==> config.mk <==
export PLATFORM = sky130hd
export DESIGN_NAME = typed_field_stream_decoder
export DESIGN_NICKNAME = d
export VERILOG_FILES = /design/src/tfsd_pkg.sv /design/src/tfsd_core.sv /design/src/typed_field_stream_decoder.sv
export VERILOG_INCLUDE_DIRS = /design/src /design/src/src
export SDC_FILE = /design/constraint.sdc
export NUM_CORES = 1
export LEC_CHECK = 0
export ABC_AREA = 1
export ABC_CLOCK_PERIOD_IN_PS = 3900
export BUFFER_PORTS_ARGS = -buffer_cell sky130_fd_sc_hd__buf_2
export CAP_MARGIN = 20
export CORE_MARGIN = 3
export CORE_UTILIZATION = 36
export CTS_CLUSTER_SIZE = 28
export DETAILED_ROUTE_END_ITERATION = 8
export MAX_ROUTING_LAYER = met4
export PLACE_DENSITY = 0.63
export SLEW_MARGIN = 30
export SYNTH_ARGS = -nofsm -noshare
export SYNTH_HDL_FRONTEND = slang
export SYNTH_HIERARCHICAL = 1
export SYNTH_SLANG_ARGS = --single-unit
==> constraint.sdc <==
create_clock -name clk -period 3.9 [get_ports clk]
set_input_delay 0.585 -clock clk [delete_from_list [all_inputs] [get_ports clk]]
set_output_delay 0.585 -clock clk [all_outputs]
set_load 0.05 [all_outputs]
==> src/typed_field_stream_decoder_defines.svh <==
// Assertion macros shared by the typed field stream decoder RTL.
// Needs clk and arst_n in the scope of each use; define ASSERT_OFF to drop them.
`ifndef TYPED_FIELD_STREAM_DECODER_DEFINES_SVH
`define TYPED_FIELD_STREAM_DECODER_DEFINES_SVH
`ifndef ASSERT_OFF
// same-cycle implication
`define TFSD_ASSERT_IMPL(label, ante, cons) \
	label: assert property (@(posedge clk) disable iff (!arst_n) (ante) |-> (cons)) \
		else $error("tfsd assertion failed");
// next-cycle implication
`define TFSD_ASSERT_NEXT(label, ante, cons) \
	label: assert property (@(posedge clk) disable iff (!arst_n) (ante) |=> (cons)) \
		else $error("tfsd assertion failed");
`else
`define TFSD_ASSERT_IMPL(label, ante, cons)
`define TFSD_ASSERT_NEXT(label, ante, cons)
`endif
`endif

==> src/tfsd_pkg.sv <==
// Package for the typed field stream decoder: type codes, event kinds, event struct.
// No dependencies.
package tfsd_pkg;

	localparam int MAX_DEPTH = 15;
	localparam logic [3:0] DEPTH_LIMIT = (MAX_DEPTH < 15) ? 4'(MAX_DEPTH) : 4'd15;

	// record type bytes
	localparam logic [7:0] T_INT32      = 8'd0;
	localparam logic [7:0] T_UINT32     = 8'd1;
	localparam logic [7:0] T_BOOL       = 8'd2;
	localparam logic [7:0] T_FLOAT      = 8'd3;
	localparam logic [7:0] T_STRING     = 8'd4;
	localparam logic [7:0] T_STRUCT     = 8'd5;
	localparam logic [7:0] T_STRUCT_END = 8'd6;

	// event kinds
	localparam logic [3:0] EV_HEADER   = 4'd0;
	localparam logic [3:0] EV_NAME     = 4'd1;
	localparam logic [3:0] EV_INT32    = 4'd2;
	localparam logic [3:0] EV_UINT32   = 4'd3;
	localparam logic [3:0] EV_BOOL     = 4'd4;
	localparam logic [3:0] EV_FLOAT    = 4'd5;
	localparam logic [3:0] EV_STR_LEN  = 4'd6;
	localparam logic [3:0] EV_STR_BYTE = 4'd7;
	localparam logic [3:0] EV_OPEN     = 4'd8;
	localparam logic [3:0] EV_CLOSE    = 4'd9;
	localparam logic [3:0] EV_UNKNOWN  = 4'd10;
	localparam logic [3:0] EV_OVERFLOW = 4'd11;
	localparam logic [3:0] EV_STRAY    = 4'd12;

	typedef struct packed {
		logic               valid;
		logic [3:0]         kind;
		logic [7:0]         rtype;
		logic [31:0]        raw;
		logic signed [7:0]  fexp;
		logic signed [23:0] fman;
		logic [3:0]         depth;
		logic               fin;
	} event_t;

endpackage

==> src/tfsd_core.sv <==
// Parse state machine of the typed field stream decoder: one byte per commit.
// Depends on tfsd_pkg and typed_field_stream_decoder_defines.svh.
`include "typed_field_stream_decoder_defines.svh"
module tfsd_core import tfsd_pkg::*; (
	input  logic       clk,
	input  logic       arst_n,
	input  logic       active,   // a byte is presented
	input  logic       commit,   // the byte is consumed this cycle
	input  logic [7:0] byte_in,
	output event_t     evt
);

	typedef enum logic [2:0] {
		PH_TYPE, PH_NLEN, PH_NAME, PH_WORD, PH_BOOL, PH_SLEN, PH_STR
	} phase_t;

	phase_t      phase_q, phase_d;
	logic [1:0]  pos_q, pos_d;
	logic [31:0] rem_q, rem_d;
	logic [31:0] aw_q, aw_d;
	logic [7:0]  type_q, type_d;
	logic [3:0]  depth_q, depth_d;
	logic        halted_q, halted_d;

	// end-of-name decision
	phase_t      fn_phase;
	logic        fn_evt;
	logic [3:0]  fn_kind;
	logic [3:0]  fn_depth;
	logic        fn_halt;

	logic [31:0] shifted;
	logic [31:0] rem_dec;

	assign shifted = {aw_q[23:0], byte_in};
	assign rem_dec = rem_q - 32'd1;

	always_comb begin
		fn_phase = PH_TYPE;
		fn_evt   = 1'b0;
		fn_kind  = EV_NAME;
		fn_depth = depth_q;
		fn_halt  = 1'b0;
		case (type_q)
			T_INT32, T_UINT32, T_FLOAT: fn_phase = PH_WORD;
			T_BOOL:   fn_phase = PH_BOOL;
			T_STRING: fn_phase = PH_SLEN;
			T_STRUCT: begin
				fn_evt = 1'b1;
				if (depth_q >= DEPTH_LIMIT) begin
					fn_halt = 1'b1;
					fn_kind = EV_OVERFLOW;
				end else begin
					fn_depth = depth_q + 4'd1;
					fn_kind  = EV_OPEN;
				end
			end
			default: begin
				// unknown type leaves the current level; at depth zero it halts the parser
				fn_evt  = 1'b1;
				fn_kind = EV_UNKNOWN;
				if (depth_q == 4'd0) fn_halt = 1'b1;
				else fn_depth = depth_q - 4'd1;
			end
		endcase
	end

	always_comb begin
		phase_d  = phase_q;
		pos_d    = pos_q;
		rem_d    = rem_q;
		aw_d     = aw_q;
		type_d   = type_q;
		depth_d  = depth_q;
		halted_d = halted_q;
		evt      = '0;
		if (active && !halted_q) begin
			case (phase_q)
				PH_TYPE: begin
					type_d    = byte_in;
					evt.valid = 1'b1;
					if (byte_in == T_STRUCT_END) begin
						if (depth_q == 4'd0) begin
							halted_d = 1'b1;
							evt.kind = EV_STRAY;
						end else begin
							depth_d  = depth_q - 4'd1;
							evt.kind = EV_CLOSE;
						end
					end else begin
						phase_d  = PH_NLEN;
						pos_d    = 2'd0;
						evt.kind = EV_HEADER;
					end
				end
				PH_NLEN: begin
					aw_d = shifted;
					if (pos_q != 2'd3) begin
						pos_d = pos_q + 2'd1;
					end else begin
						pos_d = 2'd0;
						rem_d = shifted;
						if (shifted != 32'd0) begin
							phase_d = PH_NAME;
						end else begin
							// empty name: finish right here
							phase_d   = fn_phase;
							depth_d   = fn_depth;
							halted_d  = fn_halt;
							evt.valid = fn_evt;
							evt.kind  = fn_kind;
						end
					end
				end
				PH_NAME: begin
					rem_d     = rem_dec;
					evt.valid = 1'b1;
					evt.raw   = {24'd0, byte_in};
					evt.kind  = EV_NAME;
					if (rem_dec == 32'd0) begin
						pos_d    = 2'd0;
						phase_d  = fn_phase;
						depth_d  = fn_depth;
						halted_d = fn_halt;
						evt.fin  = 1'b1;
						if (fn_evt) evt.kind = fn_kind;
					end
				end
				PH_WORD: begin
					aw_d = shifted;
					if (pos_q != 2'd3) begin
						pos_d = pos_q + 2'd1;
					end else begin
						pos_d     = 2'd0;
						phase_d   = PH_TYPE;
						evt.valid = 1'b1;
						evt.raw   = shifted;
						if (type_q == T_FLOAT) begin
							evt.kind = EV_FLOAT;
							evt.fexp = signed'(shifted[31:24]);
							evt.fman = signed'(shifted[23:0]);
						end else if (type_q == T_INT32) begin
							evt.kind = EV_INT32;
						end else begin
							evt.kind = EV_UINT32;
						end
					end
				end
				PH_BOOL: begin
					phase_d   = PH_TYPE;
					evt.valid = 1'b1;
					evt.kind  = EV_BOOL;
					evt.raw   = {24'd0, byte_in};
				end
				PH_SLEN: begin
					aw_d = shifted;
					if (pos_q != 2'd3) begin
						pos_d = pos_q + 2'd1;
					end else begin
						pos_d     = 2'd0;
						rem_d     = shifted;
						phase_d   = (shifted != 32'd0) ? PH_STR : PH_TYPE;
						evt.valid = 1'b1;
						evt.kind  = EV_STR_LEN;
						evt.raw   = shifted;
					end
				end
				PH_STR: begin
					rem_d     = rem_dec;
					evt.valid = 1'b1;
					evt.kind  = EV_STR_BYTE;
					evt.raw   = {24'd0, byte_in};
					if (rem_dec == 32'd0) begin
						phase_d = PH_TYPE;
						evt.fin = 1'b1;
					end
				end
				default: phase_d = PH_TYPE;
			endcase
		end
		evt.rtype = type_d;
		evt.depth = depth_d;
	end

	always_ff @(posedge clk or negedge arst_n) begin
		if (!arst_n) begin
			phase_q  <= PH_TYPE;
			pos_q    <= 2'd0;
			rem_q    <= 32'd0;
			aw_q     <= 32'd0;
			type_q   <= 8'd0;
			depth_q  <= 4'd0;
			halted_q <= 1'b0;
		end else if (commit) begin
			phase_q  <= phase_d;
			pos_q    <= pos_d;
			rem_q    <= rem_d;
			aw_q     <= aw_d;
			type_q   <= type_d;
			depth_q  <= depth_d;
			halted_q <= halted_d;
		end
	end

	`TFSD_ASSERT_NEXT(a_halt_sticky, halted_q, halted_q)
	`TFSD_ASSERT_IMPL(a_depth_limit, 1'b1, depth_q <= DEPTH_LIMIT)
	`TFSD_ASSERT_IMPL(a_quiet_halted, halted_q, !evt.valid)
	`TFSD_ASSERT_NEXT(a_stray_halts, commit && evt.valid && evt.kind == EV_STRAY, halted_q)

endmodule

==> src/typed_field_stream_decoder.sv <==
// Top level of the typed field stream decoder: input register, parser, result register.
// Depends on tfsd_pkg, tfsd_core and typed_field_stream_decoder_defines.svh.
//
// Usage:
//   Input channel (in_valid / in_stall / stream_byte) takes one stream byte per
//   transaction. Output channel (out_valid / out_stall / event fields) delivers
//   one parse event per transaction. A byte produces zero or one event.
// Path: an accepted byte is held in the input register; its event (if any) is
//   then registered in the result register and shown on out_valid.
// Throughput: one byte per cycle, sustained, as long as the receiver does not
//   stall. The parse state update is a single pass through tfsd_core.
// Stall: while a result waits under out_stall, bytes are still taken into the
//   input register. Each is parsed at once if it makes no event; the first one
//   that makes an event holds there and in_stall rises until the result is taken.
// Reset: arst_n clears both registers' valid flags and the parser state
//   (expect type byte, depth zero, not halted). After a stray close, a struct
//   overflow or an unknown type at depth zero, bytes are still accepted but
//   dropped until the next reset.
`include "typed_field_stream_decoder_defines.svh"
module typed_field_stream_decoder import tfsd_pkg::*; (
	input  logic               clk,
	input  logic               arst_n,
	input  logic               in_valid,
	output logic               in_stall,
	input  logic [7:0]         stream_byte,
	output logic               out_valid,
	input  logic               out_stall,
	output logic [3:0]         event_kind,
	output logic [7:0]         record_type,
	output logic [31:0]        raw_value,
	output logic signed [7:0]  float_exponent,
	output logic signed [23:0] float_mantissa,
	output logic [3:0]         nesting_depth,
	output logic               final_byte
);

	// input register
	logic       valid_s1;
	logic [7:0] byte_s1;

	// result register
	logic               out_valid_q;
	logic [3:0]         event_kind_q;
	logic [7:0]         record_type_q;
	logic [31:0]        raw_value_q;
	logic signed [7:0]  float_exponent_q;
	logic signed [23:0] float_mantissa_q;
	logic [3:0]         nesting_depth_q;
	logic               final_byte_q;

	event_t evt;
	logic   s1_go;

	tfsd_core u_core (
		.clk     (clk),
		.arst_n  (arst_n),
		.active  (valid_s1),
		.commit  (s1_go),
		.byte_in (byte_s1),
		.evt     (evt)
	);

	// byte in s1 moves on unless it has an event and the result slot is blocked
	assign s1_go    = valid_s1 && (!out_valid_q || !out_stall || !evt.valid);
	assign in_stall = valid_s1 && !s1_go;

	always_ff @(posedge clk or negedge arst_n) begin
		if (!arst_n) begin
			valid_s1 <= 1'b0;
		end else if (!in_stall) begin
			valid_s1 <= in_valid;
		end
	end

	always_ff @(posedge clk) begin
		if (!in_stall) begin
			byte_s1 <= stream_byte;
		end
	end

	always_ff @(posedge clk or negedge arst_n) begin
		if (!arst_n) begin
			out_valid_q <= 1'b0;
		end else if (s1_go && evt.valid) begin
			out_valid_q <= 1'b1;
		end else if (!out_stall) begin
			out_valid_q <= 1'b0;
		end
	end

	always_ff @(posedge clk) begin
		if (s1_go && evt.valid) begin
			event_kind_q     <= evt.kind;
			record_type_q    <= evt.rtype;
			raw_value_q      <= evt.raw;
			float_exponent_q <= evt.fexp;
			float_mantissa_q <= evt.fman;
			nesting_depth_q  <= evt.depth;
			final_byte_q     <= evt.fin;
		end
	end

	assign out_valid      = out_valid_q;
	assign event_kind     = event_kind_q;
	assign record_type    = record_type_q;
	assign raw_value      = raw_value_q;
	assign float_exponent = float_exponent_q;
	assign float_mantissa = float_mantissa_q;
	assign nesting_depth  = nesting_depth_q;
	assign final_byte     = final_byte_q;

	`TFSD_ASSERT_IMPL(a_stall_cause, in_stall, valid_s1 && out_valid_q && out_stall && evt.valid)
	`TFSD_ASSERT_NEXT(a_s1_hold, in_stall, valid_s1 && $stable(byte_s1))
	`TFSD_ASSERT_NEXT(a_result_hold, out_valid_q && out_stall, out_valid_q && $stable(raw_value_q))

endmodule

=== Word-level counts from Yosys, hierarchy flattened ===
Cells that the tools add are included.
W data, S select, Z words.

* Memories kept: 0
* Bits in latches: 0
* Output and inout bits: 83
* RAM bits: 0
* Bits in read-only memories: 0
* Flip-flop bits (word level): 165
* Input bits: 12

* Multiply operators: 0
* Order comparisons: 1
* Muxes and demuxes: 58
* Bitwise operators: 3
* Divide/modulo/power cells: 0
* Shifts and indexed selects: 0
* Equality and inequality tests: 24
* Reductions and logical operators: 32
* Add/subtract/negate cells: 4

{| class="wikitable"
|+ Operators with widths
! operator !! number
|-
| $mux W32 || 3
|-
| $pmux W32 S3 || 1
|-
| $mux W64 || 1
|-
| $pmux W32 S2 || 1
|-
| $mux W4 || 10
|-
| $pmux W5 S7 || 1
|-
| $logic_not A32 Y1 || 1
|-
| $reduce_bool A32 Y1 || 1
|-
| $sub A32 B1 Y32 const B || 1
|-
| $mux W3 || 10
|-
| $mux W5 || 5
|-
| $eq A8 B3 Y1 const B || 3
|-
| $pmux W3 S6 || 1
|-
| $eq A8 B2 Y1 const B || 2
|-
| $mux W8 || 2
|-
| $pmux W4 S2 || 2
|-
| $reduce_and A8 Y1 || 2
|-
| $ne A2 B2 Y1 const B || 7
|-
| $mux W1 || 12
|-
| $pmux W4 S3 || 1
|-
| $ne A2 B1 Y1 const B || 5
|-
| $eq A3 B3 Y1 const B || 3
|-
| $pmux W3 S3 || 1
|-
| $reduce_or A3 Y1 || 3
|-
| 27 further kinds || 43
|}

=== Depth between registers and ports, before layout ===
Gate-level depths: netlist (run 1).

* Depth in word-level cells: 12
* Depth in mapped cells: 22
* Depth with buffers taken out: 20

=== Modules after synthesis ===
The synthesis (run 1) kept the hierarchy.

{| class="wikitable"
|+ By module, submodules not included
! module !! cells each !! seq. area each (µm²) !! area each (µm²) !! times used
|-
| tfsd_core || 927 || 1851.8 || 5785.5 || 1
|-
| typed_field_stream_decoder || 102 || 2722.6 || 2775.2 || 1
|}

=== Least setup slack after synthesis (run 1) ===
Ideal clock, no wire load.

* Path kind: flip-flop to flip-flop
* Start point: register byte_s1[5]
* End point: register event_kind_q[0] (netlist: event_kind[0]), enable pin
* Required time: 3465 ps
* Library setup time: 435 ps
* Slack: 263 ps
* Path buffers: 0
* Period minus slack after synthesis: 3637 ps
* Stages on the path, launching flop included: 12
* Arrival: 3202 ps
* Path through: edfxtp_1 -> inv_1 -> nand4_1 -> nor2_1 -> nand3_1 -> nor2_1 -> nand2_1 -> nor2_1 -> nand2_1 -> a41oi_1 -> nand3_1 -> inv_1

{| class="wikitable"
|+ RTL lines
! what !! line !! text
|-
| from (decl) || typed_field_stream_decoder.sv:39 || <nowiki>logic [7:0] byte_s1;</nowiki>
|-
| from (signal assigned) || typed_field_stream_decoder.sv:77 || <nowiki>byte_s1 <= stream_byte;</nowiki>
|-
| to (signal assigned) || typed_field_stream_decoder.sv:93 || <nowiki>event_kind_q <= evt.kind;</nowiki>
|-
| to (decl) || typed_field_stream_decoder.sv:43 || <nowiki>logic [3:0] event_kind_q;</nowiki>
|}

==> impl_results.md, run 1 <==
* Status: finished clean
* Sw Share at 0.244
* Seq/Total Area, Yosys at 0.534
* Yosys reg bits at 165
* Clock Root Buffer: clkbuf_16
* Synth warn at 6
* Die Y at 160 µm
* Met2 GRT Util at 0.285
* CTS tree: done
* Clock Latency Late Sink at 0.44 ns
* Main synth FF type: edfxtp_1
* Site Rows at 55
* Syn Inst Count at 1029
* CP Max Fanout at 5
* Final Setup Violations at 0
* Internal Pwr Total at 0.00279 W
* CTS buffer count at 17
* Setup CP Type: flip-flop to primary output
* Post-synth EDFFs at 89
* Clock power share at 0.467
* Nets at 1139
* # DRC at 0
* Comb pwr share at 0.031
* Die Span X at 160 µm
* Sw Pwr at 0.000902 W
* Crit. End Element: primary output
* Pre-Repair DR Iteration Count at 5
* Post-CTS Setup Bufs at 0
* Synth Cell Area at 0.00856 mm²
* Clk_skew at 0.0139 ns
* CORE AREA at 0.0230 mm²
* Hold WC Path Type: primary input to asynchronous set/reset pin
* Flop pwr share at 0.501
* Largest net degree at the start of global routing at 77
* Final-report max-slew violation count at 0
* P_leak at 4.45 nW
* Layout cell share with drive strength beyond 1 at 0.168
* Crit path largest cell delay at 0.40 ns
* Final Hold Fails at 0
* Critical Path Slowest Stage Cell: edfxtp_1
* Post-synth ARST share at 0.461
* GR Layer Usage met3 at 0.0291
* FMAX at 0.278 GHz
* RSZ-0062 raised after global routing: false
* Crit-path cells: inv_1, nand4_1, nor2_1, nand3_1, nor2_2, nand2_1, nor2_1, nand2_1, a41oi_1, nand4_2, inv_1, buf_2
* Worst slew margin at 0.488
* Longest Clk Path Bufs at 2
* Vias in the first global route at 6996
* Pwr Density at 368 mW/mm²
* Clk sink count at 165
* Syn-to-layout area delta at 17.3%
* Distinct cell type count after synthesis at 41
* Starting Density at 0.372
* Maxcap violations at 0
* # diodes at 0
* GPL Wtd Cong at 0.923
* Arrival time of the worst setup path at 3.01 ns
* Grt ovf at 0
* Total vias in the final route at 7442
* Critical Path Source Type: flip-flop
* Die footprint at 0.0257 mm²
* Port Buffers at 94
* Tcrit/Tclk final at 0.922
* First-pass GRT wire length at 38000 µm
* Min Clock Period, post-route at 3.59 ns
* Post-Syn Area per Cell at 8.32 µm²
* H-Tree Depth at 4
* Via/cell ratio at 5.14
* DP HPWL at 17600 µm
* DR iter-0 viols at 608
* Worst-Margin Slew at 0.768 ns
* Io pins at 95
* Reg clk slew, reported paths at 0.07 ns
* Detailed Route WL at 24300 µm
* DRT antenna net count at 0
* CTS Hold Buffers Added at 0
* Placed Cells at 1416
* Final cell count without fillers at 1448
* Drt wl/cell at 16.8 µm
* TNS Setup at 0 ns
* Syn_nets at 1046
* Critical Path RT at 3.31 ns
* Worst IR drop on VDD at 0.274 mV
* Most Crowded Layer GR: met2
* Tot GR Track Use at 0.192
* Met1 Use GR at 0.271
* Initial antenna violation count at 0
[cells in the final DEF (no fill, tap or decap), drive strengths merged, types with 2 or more instances in the layout]
cell	netlist	final
ha	5	5
edfxtp	89	89
dfrtp	76	76
nand4	18	18
a31oi	2	2
a22oi	4	4
inv	127	135
clkinvlp	0	2
o221ai	2	2
o31ai	3	3
nand3b	2	2
nor4	8	8
nor3	73	73
nand3	34	34
o22ai	2	2
nor2	125	125
o21ai	116	116
xor2	4	4
clkinv	2	6
o211ai	7	7
clkbuf	35	17
buf	3	112
nand2	241	241
a21oi	45	45
[repair_timing]
action	4_1_cts	5_1_grt
resized for setup	0	1
setup endpoints to repair	0	2
hold endpoints to repair	0	0
[cells by family (layout without fill, tap and decap cells)]
group | count (synthesis) | after routing | synth area share
fa+ha+maj | 5 | 5 | 0.00731
buf+inv | 167 | 273 | 0.0747
simple gates | 502 | 502 | 0.262
flops | 165 | 165 | 0.534
compound gates | 185 | 185 | 0.115
xor+xnor | 5 | 5 | 0.00599
[metal layers]
layer,share of wire,wire (µm),vias to the layer above
met5,0,0,-
met4,0.019,463,0
met3,0.065,1590,30
met2,0.44,10700,276
met1,0.48,11600,3505
li1,-,-,3631
[path summary, 6_finish.rpt]
path	startpoint	endpoint	slack (ns)	depth (start not counted)
min in group clk	stream_byte[3]	byte_s1[3]	0.33	1
setup reg to reg	byte_s1[5]	u_core/rem_q[19]	0.47	21
max in group asynchronous	arst_n	u_core/rem_q[24]	3.18	1
setup / recovery	byte_s1[5]	in_stall	0.31	12
hold / removal	arst_n	u_core/aw_q[1]	0.20	1
hold reg to reg	u_core/aw_q[13]	u_core/aw_q[21]	0.51	2
[layout make-up]
class / count / area (µm²)
fill: 2326 / 12900
sequential: 165 / 4570
multi-input combinational: 697 / 3360
timing repair buffer: 112 / 624
inverter: 129 / 484
clock buffer: 17 / 425
tap: 313 / 392
clock inverter: 15 / 185
[synth_stat cells, types with 3 or more instances]
cell type / instances / area share
nor4_1: 8 / 0.0058
xor2_1: 3 / 0.0031
inv_1: 124 / 0.054
nor2_4: 7 / 0.0092
nand3_1: 30 / 0.018
nor3_1: 73 / 0.043
a22oi_1: 4 / 0.0035
edfxtp_1: 89 / 0.31
o211ai_1: 7 / 0.0061
o21ai_0: 103 / 0.060
dfrtp_1: 76 / 0.22
nand2_2: 13 / 0.0095
o21ai_1: 12 / 0.0070
clkbuf_1: 35 / 0.015
inv_2: 3 / 0.0013
nor2_2: 10 / 0.0073
ha_1: 5 / 0.0073
a21oi_1: 45 / 0.026
nand3_2: 4 / 0.0047
nand4_1: 16 / 0.012
nand2_1: 227 / 0.10
nor2_1: 108 / 0.047
o31ai_1: 3 / 0.0026
[critical path: cells and delay by family, from the launching register on]
| kind | cells | cell delay [ns] |
|---|---|---|
| buf+inv | 3 | 0.59 |
| flops | 1 | 0.40 |
| simple gates | 8 | 1.27 |
| compound gates | 1 | 0.32 |
[stage by stage]
step	hold slack (ns)	setup slack, ns	cell area, µm²	utilization	total power (W)
detailed placement	0.474	0.536	9430	0.410	0.00200
finish	0.197	0.305	10000	0.437	0.00369
global route	0.247	0.0698	10000	0.437	0.00380
floorplan	0.289	0.263	8560	-	0.00195
global placement	0.483	0.675	9430	0.410	0.00200
CTS	0.227	0.306	10000	0.437	0.00372
[sequential cells by signal, indices dropped and copies added (netlist names)]
| register | flops |
|---|---|
| u_core/type_q | 8 |
| u_core/phase_q | 3 |
| byte_s1 | 8 |
| final_byte | 1 |
| out_valid | 1 |
| nesting_depth | 4 |
| u_core/aw_q | 24 |
| float_mantissa | 24 |
| u_core/depth_q | 4 |
| u_core/pos_q | 2 |
| u_core/rem_q | 32 |
| float_exponent | 8 |
| record_type | 8 |
| raw_value | 32 |
| u_core/halted_q | 1 |
| valid_s1 | 1 |
| event_kind | 4 |
[power by group through the flow]
| stage | combinational (W) | sequential, W | clock, W |
|---|---|---|---|
| after floorplan | 0.0000666 | 0.00188 | 0 |
| after global placement | 0.000114 | 0.00189 | 0 |
| after detailed placement | 0.000116 | 0.00189 | 0 |
| after CTS | 0.000117 | 0.00185 | 0.00175 |
| after global routing | 0.000134 | 0.00185 | 0.00181 |
| final | 0.000116 | 0.00185 | 0.00173 |
Note: power is estimated with default switching activity, not from simulation.
==> run 2: changes to the inputs <==
==> constraint.sdc (replaced) <==
create_clock -name clk -period 3.9 [get_ports clk]
set_input_delay 0.39 -clock clk [delete_from_list [all_inputs] [get_ports clk]]
set_output_delay 0.39 -clock clk [all_outputs]
set_load 0.05 [all_outputs]
==> run 2 against run 1 <==
The flow now finishes with violations (negative hold slack). First-iteration DRC count grew 8.2%. Fmax up 2.6%. Sequential cell count is the same. Non-clock buffer count decreased by 3. Die area stayed put. Design area shrank 0.61%. Power decreased by 2.1%. Largest cell class unchanged. Highest routed layer unchanged.
==> impl_results.md, run 2 (synthesized netlist as in run 1, its figures left out) <==
* Setup CP Type: flip-flop to primary output (unchanged)
* DRT antenna net count at 0 (unchanged)
* WHS at -0.0209 ns (was 0.197 ns)
* Final Hold Fails at 9 (was 0)
* Die Y at 160 µm (unchanged)
* Violated checks: negative hold slack
* Detailed Route WL at 23700 µm (was 24300 µm)
* Layout cell share with drive strength beyond 1 at 0.163 (was 0.168)
* DR iter-0 viols at 658 (was 608)
* Initial antenna violation count at 0 (unchanged)
* Placed cell area at 0.00941 mm² (was 0.00943 mm²)
* FMAX at 0.285 GHz (was 0.278 GHz)
* Worst slew margin at 0.476 (was 0.488)
* Longest Clk Path Bufs at 2 (unchanged)
* Critical Path Source Type: flip-flop (unchanged)
* Status: finished, violations left (was finished clean)
* Io pins at 95 (unchanged)
* Final Setup Violations at 0 (unchanged)
* Clk_skew at 0.00944 ns (was 0.0139 ns)
* Via/cell ratio at 5.12 (was 5.14)
* P_leak at 4.41 nW (was 4.45 nW)
* Worst IR drop on VDD at 0.218 mV (was 0.274 mV)
* Nets at 1136 (was 1139)
* Min Clock Period, post-route at 3.50 ns (was 3.59 ns)
* Clk sink count at 165 (unchanged)
* Fill cells at 2325 (was 2326)
* CTS tree: done (unchanged)
* Placed Cells at 1413 (was 1416)
* RSZ-0062 raised after global routing: false (unchanged)
* Tot GR Track Use at 0.192 (about the same)
* Arrival time of the worst setup path at 3.11 ns (was 3.01 ns)
* Critical Path RT at 3.51 ns (was 3.31 ns)
* Starting Density at 0.372 (unchanged)
* Hold WC Path Type: primary input to asynchronous set/reset pin (unchanged)
* Die footprint at 0.0257 mm² (unchanged)
* First-pass GRT wire length at 37800 µm (was 38000 µm)
* Port Buffers at 94 (unchanged)
* Site Rows at 55 (unchanged)
* CORE AREA at 0.0230 mm² (unchanged)
* Largest net degree at the start of global routing at 77 (unchanged)
* Final cell count without fillers at 1445 (was 1448)
* Clock Root Buffer: clkbuf_16 (unchanged)
* Die Span X at 160 µm (unchanged)
* Post_cts resized at 0 (unchanged)
* Most common cell after layout, fill and taps aside: nand2_1 (unchanged)
* CP Max Fanout at 5 (unchanged)
* Tcrit/Tclk final at 0.899 (was 0.922)
* Maxcap violations at 0 (unchanged)
* Fin util at 0.434 (was 0.437)
* Crit. End Element: primary output (unchanged)
* Post-CTS Setup Bufs at 0 (unchanged)
* # diodes at 0 (unchanged)
* Syn-to-layout area delta at 16.6% (was 17.3%)
* TNS Setup at 0 ns (unchanged)
* Pre-Repair DR Iteration Count at 5 (unchanged)
* Reg clk slew, reported paths at 0.07 ns (about the same)
* DP HPWL at 17400 µm (was 17600 µm)
* H-Tree Depth at 4 (unchanged)
* Final-report max-slew violation count at 0 (unchanged)
* Clock Latency Late Sink at 0.43 ns (was 0.44 ns)
* Pwr Density at 362 mW/mm² (was 368 mW/mm²)
* CTS Hold Buffers Added at 0 (unchanged)
* Drt wl/cell at 16.4 µm (was 16.8 µm)
* # DRC at 0 (unchanged)
* Total vias in the final route at 7399 (was 7442)
* Grt ovf at 0 (unchanged)
* Worst-Margin Slew at 0.785 ns (was 0.768 ns)
* Final Cell Area at 0.00998 mm² (was 0.0100 mm²)
* GPL Wtd Cong at 0.924 (was 0.923)
* CTS buffer count at 17 (unchanged)
* Vias in the first global route at 6930 (was 6996)
* Most frequent cells in the layout: nand2_1, inv_1, nor2_1 (unchanged)
-- run 2: worst paths after layout --
kind	start	cells after the start	slack, ns	to
min	arst_n	1	-0.02	u_core/type_q[4]
max	byte_s1[5]	12	0.40	in_stall
min in group clk	stream_byte[3]	1	0.13	byte_s1[3]
max in group asynchronous	arst_n	1	3.38	u_core/rem_q[5]
min reg2reg	byte_s1[2]	2	0.50	u_core/aw_q[2]
max reg2reg	byte_s1[5]	21	0.42	u_core/rem_q[12]
-- run 2: cell type report --
type	instances	area, µm²	area share
flip-flops and latches	165	4570	0.458
well taps	313	392	0.0392
repair buffers	109	602	0.0603
multi-input cells	697	3360	0.336
clock inverters	15	149	0.0149
clock buffers	17	425	0.0426
inverters	129	484	0.0485
-- run 2: worst max-delay path, stage by stage (launching register included) --
cell	delay, ns
edfxtp_1	0.40
inv_1	0.23
nand4_1	0.22
nor2_1	0.16
nand3_1	0.08
nor2_1	0.32
nand2_1	0.13
nor2_1	0.15
nand2_1	0.10
a41oi_1	0.35
nand4_2	0.20
inv_1	0.08
buf_2	0.26
-- run 2: routing by layer --
metal	track usage	vias up	wire length, µm
met5	-	-	0
met2	0.279	265	10500
li1	-	3617	-
met4	0.0548	0	345
met1	0.276	3492	11300
met3	0.0324	25	1600
-- run 2: through the flow --
stage	setup WS, ns	power [W]
3_5_place_dp	0.514	0.00201
4_1_cts	0.433	0.00364
6_report	0.395	0.00362
5_1_grt	0.0881	0.00373
2_1_floorplan	0.263	0.00195
3_3_place_gp	0.623	0.00200
-- run 2: where the power goes --
group | switching, W | internal [W] | leakage [nW]
Sequential | 0.0000129 | 0.00184 | 1.78
Clock | 0.000751 | 0.000895 | 0.276
Combinational | 0.0000882 | 0.0000285 | 2.36
